[src/sv/mrc_pkg.sv]
// ----------------------------------------------------------------------------
// mrc_pkg
// Shared types and constants for the mouse report coalescer.
// ----------------------------------------------------------------------------
package mrc_pkg;

  // Default width of the x and y motion accumulators
  localparam int AccWidthDefault = 16;

  // Largest step carried by one report on any axis
  localparam int StepLimit = 127;

  // Item modes
  localparam logic ModeMotion = 1'b0;
  localparam logic ModePoll   = 1'b1;

  // One input transaction as held in the input register
  typedef struct packed {
    logic              mode;
    logic              bus_ready;
    logic              endpoint_ready;
    logic [7:0]        buttons;
    logic signed [15:0] delta_x;
    logic signed [15:0] delta_y;
    logic signed [7:0]  delta_wheel;
    logic signed [7:0]  delta_pan;
  } in_item_t;

  // One outgoing report
  typedef struct packed {
    logic [7:0]        buttons;
    logic signed [7:0] x;
    logic signed [7:0] y;
    logic signed [7:0] wheel;
    logic signed [7:0] pan;
  } report_t;

  // Per-axis control from the decision logic
  typedef struct packed {
    logic update;  // item consumed with bus ready: accumulator may change
    logic add;     // motion item: add the delta
    logic send;    // report goes out: subtract the step
  } axis_ctl_t;

endpackage

[src/sv/mrc_in_reg.sv]
// ----------------------------------------------------------------------------
// mrc_in_reg
// Input register: captures one transaction and holds it until consumed.
// ----------------------------------------------------------------------------
module mrc_in_reg (
  input  logic              clk,
  input  logic              rst,
  input  logic              in_valid,
  output logic              in_ready,
  input  mrc_pkg::in_item_t in_item,
  input  logic              take,
  output logic              item_valid,
  output mrc_pkg::in_item_t item
);

  // Free when empty or when the held item leaves this cycle
  assign in_ready = !item_valid || take;

  // Valid flag
  always_ff @(posedge clk) begin
    if (rst) begin
      item_valid <= 1'b0;
    end else if (in_ready) begin
      item_valid <= in_valid;
    end
  end

  // Payload
  always_ff @(posedge clk) begin
    if (in_ready && in_valid) begin
      item <= in_item;
    end
  end

endmodule

[src/sv/mrc_axis.sv]
// ----------------------------------------------------------------------------
// mrc_axis
// One motion accumulator: saturating add, step clamp and subtract on send.
// ----------------------------------------------------------------------------
module mrc_axis #(
  parameter int ACC_W   = 16,
  parameter int DELTA_W = 16
) (
  input  logic                      clk,
  input  logic                      rst,
  input  mrc_pkg::axis_ctl_t        ctl,
  input  logic signed [DELTA_W-1:0] delta,
  output logic                      nonzero,
  output logic signed [7:0]         step
);

  localparam int SUM_W = ((ACC_W > DELTA_W) ? ACC_W : DELTA_W) + 1;

  localparam logic signed [SUM_W-1:0] ACC_MAX =
    {{(SUM_W - ACC_W + 1){1'b0}}, {(ACC_W - 1){1'b1}}};
  localparam logic signed [SUM_W-1:0] ACC_MIN =
    {{(SUM_W - ACC_W + 1){1'b1}}, {(ACC_W - 1){1'b0}}};
  localparam logic signed [ACC_W-1:0] LIM_HI = ACC_W'(mrc_pkg::StepLimit);
  localparam logic signed [ACC_W-1:0] LIM_LO = -LIM_HI;

  logic signed [ACC_W-1:0] pending;
  logic signed [ACC_W-1:0] pending_next;
  logic signed [SUM_W-1:0] raw_sum;
  logic signed [ACC_W-1:0] sat_sum;
  logic signed [ACC_W-1:0] cur;

  // Saturating add of the delta
  always_comb begin
    raw_sum = SUM_W'(pending) + SUM_W'(delta);
    if (raw_sum > ACC_MAX) begin
      sat_sum = ACC_MAX[ACC_W-1:0];
    end else if (raw_sum < ACC_MIN) begin
      sat_sum = ACC_MIN[ACC_W-1:0];
    end else begin
      sat_sum = raw_sum[ACC_W-1:0];
    end
    cur = ctl.add ? sat_sum : pending;
  end

  assign nonzero = (cur != '0);

  // Clamp to one report step
  always_comb begin
    if (cur > LIM_HI) begin
      step = LIM_HI[7:0];
    end else if (cur < LIM_LO) begin
      step = LIM_LO[7:0];
    end else begin
      step = cur[7:0];
    end
  end

  // Remove what was sent
  assign pending_next = ctl.send ? (cur - ACC_W'(step)) : cur;

  always_ff @(posedge clk) begin
    if (rst) begin
      pending <= '0;
    end else if (ctl.update) begin
      pending <= pending_next;
    end
  end

endmodule

[src/sv/mrc_out_reg.sv]
// ----------------------------------------------------------------------------
// mrc_out_reg
// Result register: holds one report until the receiver takes it.
// ----------------------------------------------------------------------------
module mrc_out_reg (
  input  logic             clk,
  input  logic             rst,
  input  logic             load,
  input  mrc_pkg::report_t load_report,
  output logic             free,
  output logic             out_valid,
  input  logic             out_ready,
  output mrc_pkg::report_t report
);

  // Room for a new report when empty or draining this cycle
  assign free = !out_valid || out_ready;

  // Valid flag
  always_ff @(posedge clk) begin
    if (rst) begin
      out_valid <= 1'b0;
    end else if (free) begin
      out_valid <= load;
    end
  end

  // Payload
  always_ff @(posedge clk) begin
    if (free && load) begin
      report <= load_report;
    end
  end

endmodule

[src/sv/mouse_report_coalescer_unit.sv]
// ----------------------------------------------------------------------------
// mouse_report_coalescer_unit
// Sums relative mouse motion and emits clamped HID mouse reports.
// ----------------------------------------------------------------------------
// Input channel (in_valid/in_ready) takes motion or poll transactions; the
// output channel (out_valid/out_ready) carries at most one report for each.
// A transaction is captured in an input register, then processed against
// the accumulators, loading the result register when a report goes out.
// out_valid rises from the result register, after the transaction that
// caused the report has passed through the input register.
// Throughput is one transaction per cycle while the result register has
// room; the update of the accumulators and button state sets that figure.
// Motion with bus_ready low is dropped; a report is sent when bus and
// endpoint are ready and buttons changed or any accumulator is nonzero.
// When the receiver stalls the result register holds its report and a
// transaction in the input register waits; in_ready is low in that same
// cycle, so at most one transaction is held. Reset clears all
// accumulators, the latched and sent buttons, and both valid flags.
// ----------------------------------------------------------------------------
module mouse_report_coalescer_unit #(
  parameter int ACC_WIDTH = mrc_pkg::AccWidthDefault
) (
  input  logic              clk,
  input  logic              rst,
  input  logic              in_valid,
  output logic              in_ready,
  input  logic              mode,
  input  logic              bus_ready,
  input  logic              endpoint_ready,
  input  logic [7:0]        buttons,
  input  logic signed [15:0] delta_x,
  input  logic signed [15:0] delta_y,
  input  logic signed [7:0]  delta_wheel,
  input  logic signed [7:0]  delta_pan,
  output logic              out_valid,
  input  logic              out_ready,
  output logic [7:0]        report_buttons,
  output logic signed [7:0] report_x,
  output logic signed [7:0] report_y,
  output logic signed [7:0] report_wheel,
  output logic signed [7:0] report_pan
);

  mrc_pkg::in_item_t  in_item;
  mrc_pkg::in_item_t  item;
  mrc_pkg::report_t   rep_next;
  mrc_pkg::report_t   rep;
  mrc_pkg::axis_ctl_t ctl;
  logic               item_valid;
  logic               out_free;
  logic               advance;
  logic               changed;
  logic [3:0]         nz;
  logic [7:0]         latest_buttons;
  logic [7:0]         sent_buttons;
  logic [7:0]         cur_buttons;

  assign in_item = '{mode: mode, bus_ready: bus_ready, endpoint_ready: endpoint_ready,
                     buttons: buttons, delta_x: delta_x, delta_y: delta_y,
                     delta_wheel: delta_wheel, delta_pan: delta_pan};

  mrc_in_reg u_in (
    .clk        (clk),
    .rst        (rst),
    .in_valid   (in_valid),
    .in_ready   (in_ready),
    .in_item    (in_item),
    .take       (advance),
    .item_valid (item_valid),
    .item       (item)
  );

  // Transaction processed when the result register has room
  assign advance = item_valid && out_free;

  // Decision
  always_comb begin
    ctl.update  = advance && item.bus_ready;
    ctl.add     = ctl.update && (item.mode == mrc_pkg::ModeMotion);
    cur_buttons = ctl.add ? item.buttons : latest_buttons;
    changed     = (cur_buttons != sent_buttons) || (nz != '0);
    ctl.send    = ctl.update && item.endpoint_ready && changed;
  end

  // Accumulators
  mrc_axis #(.ACC_W(ACC_WIDTH), .DELTA_W(16)) u_x (
    .clk (clk), .rst (rst), .ctl (ctl), .delta (item.delta_x),
    .nonzero (nz[0]), .step (rep_next.x)
  );
  mrc_axis #(.ACC_W(ACC_WIDTH), .DELTA_W(16)) u_y (
    .clk (clk), .rst (rst), .ctl (ctl), .delta (item.delta_y),
    .nonzero (nz[1]), .step (rep_next.y)
  );
  mrc_axis #(.ACC_W(8), .DELTA_W(8)) u_wheel (
    .clk (clk), .rst (rst), .ctl (ctl), .delta (item.delta_wheel),
    .nonzero (nz[2]), .step (rep_next.wheel)
  );
  mrc_axis #(.ACC_W(8), .DELTA_W(8)) u_pan (
    .clk (clk), .rst (rst), .ctl (ctl), .delta (item.delta_pan),
    .nonzero (nz[3]), .step (rep_next.pan)
  );

  assign rep_next.buttons = cur_buttons;

  // Button state
  always_ff @(posedge clk) begin
    if (rst) begin
      latest_buttons <= '0;
      sent_buttons   <= '0;
    end else begin
      if (ctl.add) begin
        latest_buttons <= item.buttons;
      end
      if (ctl.send) begin
        sent_buttons <= cur_buttons;
      end
    end
  end

  mrc_out_reg u_out (
    .clk         (clk),
    .rst         (rst),
    .load        (ctl.send),
    .load_report (rep_next),
    .free        (out_free),
    .out_valid   (out_valid),
    .out_ready   (out_ready),
    .report      (rep)
  );

  assign report_buttons = rep.buttons;
  assign report_x       = rep.x;
  assign report_y       = rep.y;
  assign report_wheel   = rep.wheel;
  assign report_pan     = rep.pan;

endmodule
[config.mk]
export PLATFORM = sky130hd
export DESIGN_NAME = mouse_report_coalescer_unit
export DESIGN_NICKNAME = d
export VERILOG_FILES = /design/src/sv/mrc_pkg.sv /design/src/sv/mrc_in_reg.sv /design/src/sv/mrc_axis.sv /design/src/sv/mrc_out_reg.sv /design/src/sv/mouse_report_coalescer_unit.sv
export SDC_FILE = /design/constraint.sdc
export NUM_CORES = 1
export LEC_CHECK = 0
export BUFFER_PORTS_ARGS = -buffer_cell sky130_fd_sc_hd__buf_2
export CORE_MARGIN = 5
export CORE_UTILIZATION = 40
export DETAILED_ROUTE_END_ITERATION = 7
export PLACE_DENSITY_LB_ADDON = 0.15
export REMOVE_ABC_BUFFERS = 1
export SLEW_MARGIN = 20
export SYNTH_ARGS = -nofsm -noshare
export SYNTH_HDL_FRONTEND = slang
export SYNTH_SLANG_ARGS = --single-unit
export TNS_END_PERCENT = 1
[constraint.sdc]
create_clock -name clk -period 9 [get_ports clk]
set_input_delay 1.35 -clock clk [delete_from_list [all_inputs] [get_ports clk]]
set_output_delay 1.35 -clock clk [all_outputs]
set_load 0.01 [all_outputs]
* Word-level counts from Yosys, hierarchy flattened
Index checks and enable logic that the tools add are counted.
** Cells by class
- Bitwise logic cells :: 1
- Magnitude comparators :: 16
- Equality and inequality tests :: 1
- Reduce and logical (&&, ||, !) cells :: 17
- Multiplexer cells :: 25
- Add/subtract/negate cells :: 8
** Operators with widths (count)
- 2-to-1 mux 8 bit :: 17
- 2-to-1 mux 16 bit :: 8
- adder 16 x 16 -> 17 bit :: 2
- > comparator 17 x 16 -> 1 bit, second input constant :: 2
- < comparator 17 x 16 -> 1 bit, second input constant :: 2
- > comparator 16 x 8 -> 1 bit, second input constant :: 2
- < comparator 16 x 8 -> 1 bit, second input constant :: 2
- nonzero test 16 bit :: 2
- subtractor 16 x 8 -> 16 bit :: 2
- adder 8 x 8 -> 9 bit :: 2
- > comparator 9 x 8 -> 1 bit, second input constant :: 2
- < comparator 9 x 8 -> 1 bit, second input constant :: 2
- > comparator 8 bit, second input constant :: 2
- < comparator 8 bit, second input constant :: 2
- nonzero test 8 bit :: 2
- subtractor 8 bit :: 2
- != test 8 bit :: 1
- logical AND 1 bit :: 7
- nonzero test 4 bit :: 1
- logical OR 1 bit :: 3
- zero test 1 bit :: 2
- NOT 1 bit :: 1
** Storage, ports and cells
- Output and inout port bits :: 42
- Word-level logic and storage cells :: 89
- Flip-flop bits (word level) :: 165

* Logic depth before layout (Yosys ltp)
- Depth in word-level cells :: 11
- Mapped depth :: 29

* Cells and area by module
A second synthesis with hierarchy kept.
** Second synthesis, totals
- Cells, all modules :: 1545
- Area total of the unflattened synthesis :: 13641.8 µm²
** By module, submodules not included
- mrc_axis at u_x :: times used 1, cells each 466, area each 3390.8 µm²
- mrc_axis at u_y :: times used 1, cells each 460, area each 3269.4 µm²
- mrc_axis at u_pan ... :: times used 2, cells each 191, area each 1436.4 µm²
- mrc_in_reg :: times used 1, cells each 64, area each 1826.8 µm²
- mrc_out_reg :: times used 1, cells each 45, area each 1256.2 µm²
- mouse_report_coalescer_unit :: times used 1, cells each 128, area each 1026.0 µm²

* Worst setup path before layout
No wires, ideal clock.
- Path kind :: input to register
- From :: input port out_ready
- To :: register u_wheel.pending[7]
- Setup time :: 0.086 ns
- Path slack :: 2.936 ns
- Stages on the path :: 26
- Path buffers :: 5
- Data arrival time :: 5.978 ns
- Data required time :: 8.914 ns
- Cells stage by stage :: nand2b_1 > and3_1 > nand2b_1 > clkbuf_1 > clkbuf_1 > buf_2 > clkbuf_1 > buf_1 > a2bb2oi_1 > and3_1 > a21o_1 > ha_1 > nor2_1 > inv_1 > ha_1 > nor2b_1 > o21ai_0 > nand2b_1 > a21o_1 > a21o_1 > a21o_1 > a21oi_1 > xnor2_1 > nand2_1 > xnor2_1 > a211oi_1
** RTL lines
- from (decl) :: line mouse_report_coalescer_unit.sv:36 : input logic out_ready,
- to (signal assigned) :: line mrc_axis.sv:65 : pending <= pending_next;
- to (decl) :: line mrc_axis.sv:26 : logic signed [ACC_W-1:0] pending;

* Worst setup path after layout
- From :: register u_y.pending[0]
- To :: register u_y.pending[13]
** On the way
- Word-level cells in the longest chain between the ends :: 10
- Elaborated cells between the ends (all ways) :: 16
- Classes of those cells :: 2 x add/sub; 4 x order compare; 6 x mux; 4 x reduce/logical
** RTL lines
- from (decl) :: line mrc_axis.sv:26
- from (signal assigned) :: line mrc_axis.sv:65
- adder 16 x 16 -> 17 bit :: line mrc_axis.sv:34 : raw_sum = SUM_W'(pending) + SUM_W'(delta);
- < comparator 17 x 16 -> 1 bit :: line mrc_axis.sv:37 : end else if (raw_sum < ACC_MIN) begin
- 2-to-1 mux 16 bit :: line mrc_axis.sv:37
- 2-to-1 mux 16 bit :: line mrc_axis.sv:35 : if (raw_sum > ACC_MAX) begin
- 2-to-1 mux 16 bit (*) :: line mrc_axis.sv:42 : cur = ctl.add ? sat_sum : pending;
- < comparator 16 x 8 -> 1 bit / nonzero test 16 bit (equally long branches) :: line mrc_axis.sv:51, mrc_axis.sv:45
- 2-to-1 mux 8 bit / nonzero test 4 bit (equally long branches) :: line mrc_axis.sv:51, mouse_report_coalescer_unit.sv:81
- 2-to-1 mux 8 bit / logical OR 1 bit (equally long branches) :: line mrc_axis.sv:49, mouse_report_coalescer_unit.sv:81
- subtractor 16 x 8 -> 16 bit / logical AND 1 bit (equally long branches) :: line mrc_axis.sv:59, mouse_report_coalescer_unit.sv:82
- 2-to-1 mux 16 bit (*) :: line mrc_axis.sv:59 : assign pending_next = ctl.send ? (cur - ACC_W'(step)) : cur;
Mark *: on every way between the ends. The rest lies on a longest branch, timed or not.
A chain may end at the register's enable or synchronous reset.

==> metrics.yaml <==
pwr:
  power_per_cell_area_nw_per_um2: 175
  pwr-share-clk: 0.326
  switching_power_uw: 831
  p_int_mw: 1.51
  comb_power_share: 0.306
  leakage_nw: 5.56
  swShare: 0.355
  vdd_drop_max_uv: 141
  pwr-share-seq: 0.369
placed_design:
  portBuffers: 104
  place_ws_ns: 2.14
  dp_hpwl_mm: 22.3
  gp_congestion: 0.906
  dpl_cell_area_um2: 12700
clocking:
  clock_sinks: 165
  cts_buffers: 17
  cts_buffer_depth: 2
  h-tree-depth: 4
  cts_tree: "done"
  hold_buffers: 0
  cts_resized: 0
  cts_setup_buffers: 0
  clock_latency_ns: 0.45
  clkTransAtPathRegs_ns: 0.08
  cts-root-buf: "clkbuf_16"
global_routing:
  antenna_found_initial: 0
  grt_max_degree: 81
  track_usage: 0.185
  grt_overflow: 0
  grt_pass1_vias: 9721
  grt_pass1_wl_mm: 50.2
floorplanning:
  die-area_um2: 33300
  std_cell_rows: 63
  die_h_um: 182
  io_pins: 105
  die_w_um: 182
  start_util: 0.403
  core_um2: 29500
routing:
  viasPerCell: 5.53
  drc_errors: 0
  drtIter0Drc: 594
  first_pass_iters: 7
  post_drt_wl_per_cell_um: 17.0
  routed_wl_mm: 30.6
  drtAntennaViolNets: 0
  vias: 9960
timing:
  finalWorstSetupSlack_ns: 2.20
  slew_headroom: 0.346
  drv_slew: 0
  rsz0062_at_grt: "false"
  setup_viol: 0
  tightest_slew_ns: 0.980
  finalHoldViolCount: 0
  finClkSkew_ns: 0.0204
  fmax_mhz: 147
  min_period_ns: 6.80
  finalSetupTns_ns: 0
  min_period_over_period: 0.756
critical_path:
  rr_worst_depth: 24
  path_class: "reg2reg"
  startpoint_type: "flop"
  crit_slowest_cell: "a2bb2oi_2"
  required_ns: 9.34
  reg2reg_from: "u_y.pending[0]"
  cpPeakStageDelay_ns: 0.76
  r2r-end: "u_y.pending[13]"
  regToRegSetupSlack_ns: 2.20
  cp-end-kind: "flop"
  worstPathCellList: "ha_1 -> inv_1 -> fa_1 -> nor2b_1 -> o31ai_2 -> a211o_1 -> a2bb2oi_2 -> a32oi_1 -> o31ai_2 -> nand2_1 -> nor4b_2 -> a21o_1 -> o21ai_0 -> ha_1 -> inv_1 -> o21bai_1 -> o31ai_1 -> a211o_1 -> a31oi_1 -> a21o_1 -> a21oi_1 -> xnor2_1 -> mux2i_1 -> a311o_1"
  crit_fanout: 24
  arrival_ns: 7.14
finish:
  final_cell_mix: "a21oi_1 (122), nor2_1 (120), nand2_1 (116)"
  fillCellCount: 2920
  fin_nets: 1558
  drive_gt1_frac: 0.145
  synthToLayoutAreaGrowth_pct: 12.5
  design_area_um2: 13400
  layout_commonest_cell: "a21oi_1"
  utilization: 0.453
  antenna_cells: 0
yosys:
  synthCells: 1328
  synth_edf_count: 99
  syn_area_um2: 11900
  ys.flop_type: "edfxtp_1"
  synth_warnings: 0
  synth_area_leader_cell: "edfxtp_1"
  seq_area_frac_synth: 0.361
  avgSynthCellArea_um2: 8.95
  ys_seq_elements: 165
  ys_async_sr_fraction: 0
  synth_top_cell_area_share: 0.250
  synth_area_leaders: "edfxtp_1 (25%), dfxtp_1 (11%), ha_1 (9.3%), a21oi_1 (5.1%), nor2_1 (3.9%)"
  ys_types: 99
hold_path:
  hold-path-cell-count: 2
  hold_path_startpoint: "u_pan.pending[0]"
  min_path_type: "reg2reg"
  hold_end: "u_pan.pending[0]"
job:
  maxCapViolCount: 0
outcome:
  status: "completed"
-- registers in the layout, indices dropped and copies added, names as in the netlist --
name / count
sent_buttons: 8
u_x.pending: 16
u_in.item: 59
u_pan.pending: 8
u_in.item_valid: 1
u_out.out_valid: 1
u_out.report: 40
latest_buttons: 8
u_wheel.pending: 8
u_y.pending: 16
-- metrics by stage --
stage | hold WS [ns] | power, mW | instances
2_1_floorplan | 0.438 | 1.42 | 1264
3_3_place_gp | 0.467 | 1.59 | 1769
3_5_place_dp | 0.472 | 1.59 | 1769
4_1_cts | 0.484 | 2.36 | 1801
5_1_grt | 0.504 | 2.49 | 1802
6_report | 0.480 | 2.34 | 1802
-- cell type report --
cell class              count  area [um2]  area share
multi-input cells        1010        7020       0.525
flip-flops and latches    165        4290       0.321
repair buffers            116         614      0.0460
well taps                 390         488      0.0365
clock buffers              17         425      0.0318
inverters                  89         334      0.0250
clock inverters            15         191      0.0143
-- power by group through the flow --
stage	Sequential (mW)	Combinational [mW]	Clock (mW)
after floorplan	0.876	0.540	0
after global placement	0.882	0.708	0
after detailed placement	0.882	0.709	0
after CTS	0.865	0.713	0.784
after global routing	0.869	0.801	0.817
final	0.865	0.716	0.763
-- cell families (layout without fill, tap and decap cells) --
family | after synthesis | after routing | synth area share
buffers and inverters | 153 | 237 | 0.0513
AND/OR/NAND/NOR | 380 | 380 | 0.150
flip-flops | 165 | 165 | 0.361
AO/OA/AOI/OAI | 435 | 435 | 0.253
multiplexers | 23 | 23 | 0.0214
XOR/XNOR | 66 | 66 | 0.0486
adder cells (fa/ha/maj) | 106 | 106 | 0.115
-- layer usage --
layer | GRT usage | share of wire | vias to the layer above
met4 | 0.0579 | 0.022 | 0
met5 | 0 | 0 | -
met2 | 0.295 | 0.46 | 243
met1 | 0.257 | 0.48 | 4652
met3 | 0.0307 | 0.042 | 35
li1 | - | - | 5030
-- synth_stat cells (10+ instances only) --
library cell / count
o21a_1: 14
inv_1: 87
xor2_1: 21
nand2b_1: 14
a21o_1: 31
nand3_1: 25
ha_1: 88
a211oi_1: 29
o31ai_1: 12
nand4_1: 10
edfxtp_1: 99
buf_2: 19
o21ai_0: 74
a31oi_1: 15
mux2i_1: 18
nor2b_1: 14
o211ai_1: 19
a2bb2oi_1: 10
dfxtp_1: 66
nand2_1: 116
a21oi_1: 122
xnor2_1: 45
clkbuf_1: 38
o21ai_1: 11
nor3_1: 25
nor2_1: 122
-- worst max-delay path, delay by kind of cell, from the launching register on --
family                     cells  cell delay (ns)
muxes                          1             0.09
DFF                            1             0.37
xor gates and xnor gates       1             0.18
adders and majority gates      3             0.96
buffers and inverters          2             0.15
AOI/OAI and AO/OA             14             4.30
and+or+nand+nor                3             0.66
-- how the worst max path moves through the flow --
stage / slack [ns] / to / from / cells past startpoint
CTS: 2.13 / u_x.pending[12] / u_x.pending[0] / 23
global route: 1.65 / u_y.pending[13] / u_y.pending[0] / 24
finish: 2.20 / u_y.pending[13] / u_y.pending[0] / 24
detailed placement: 2.14 / u_x.pending[12] / u_x.pending[0] / 23
global placement: 2.30 / u_x.pending[12] / u_x.pending[0] / 21
floorplan: -1.02 / u_x.pending[10] / out_ready / 13
(Power assumes the default switching activity.)
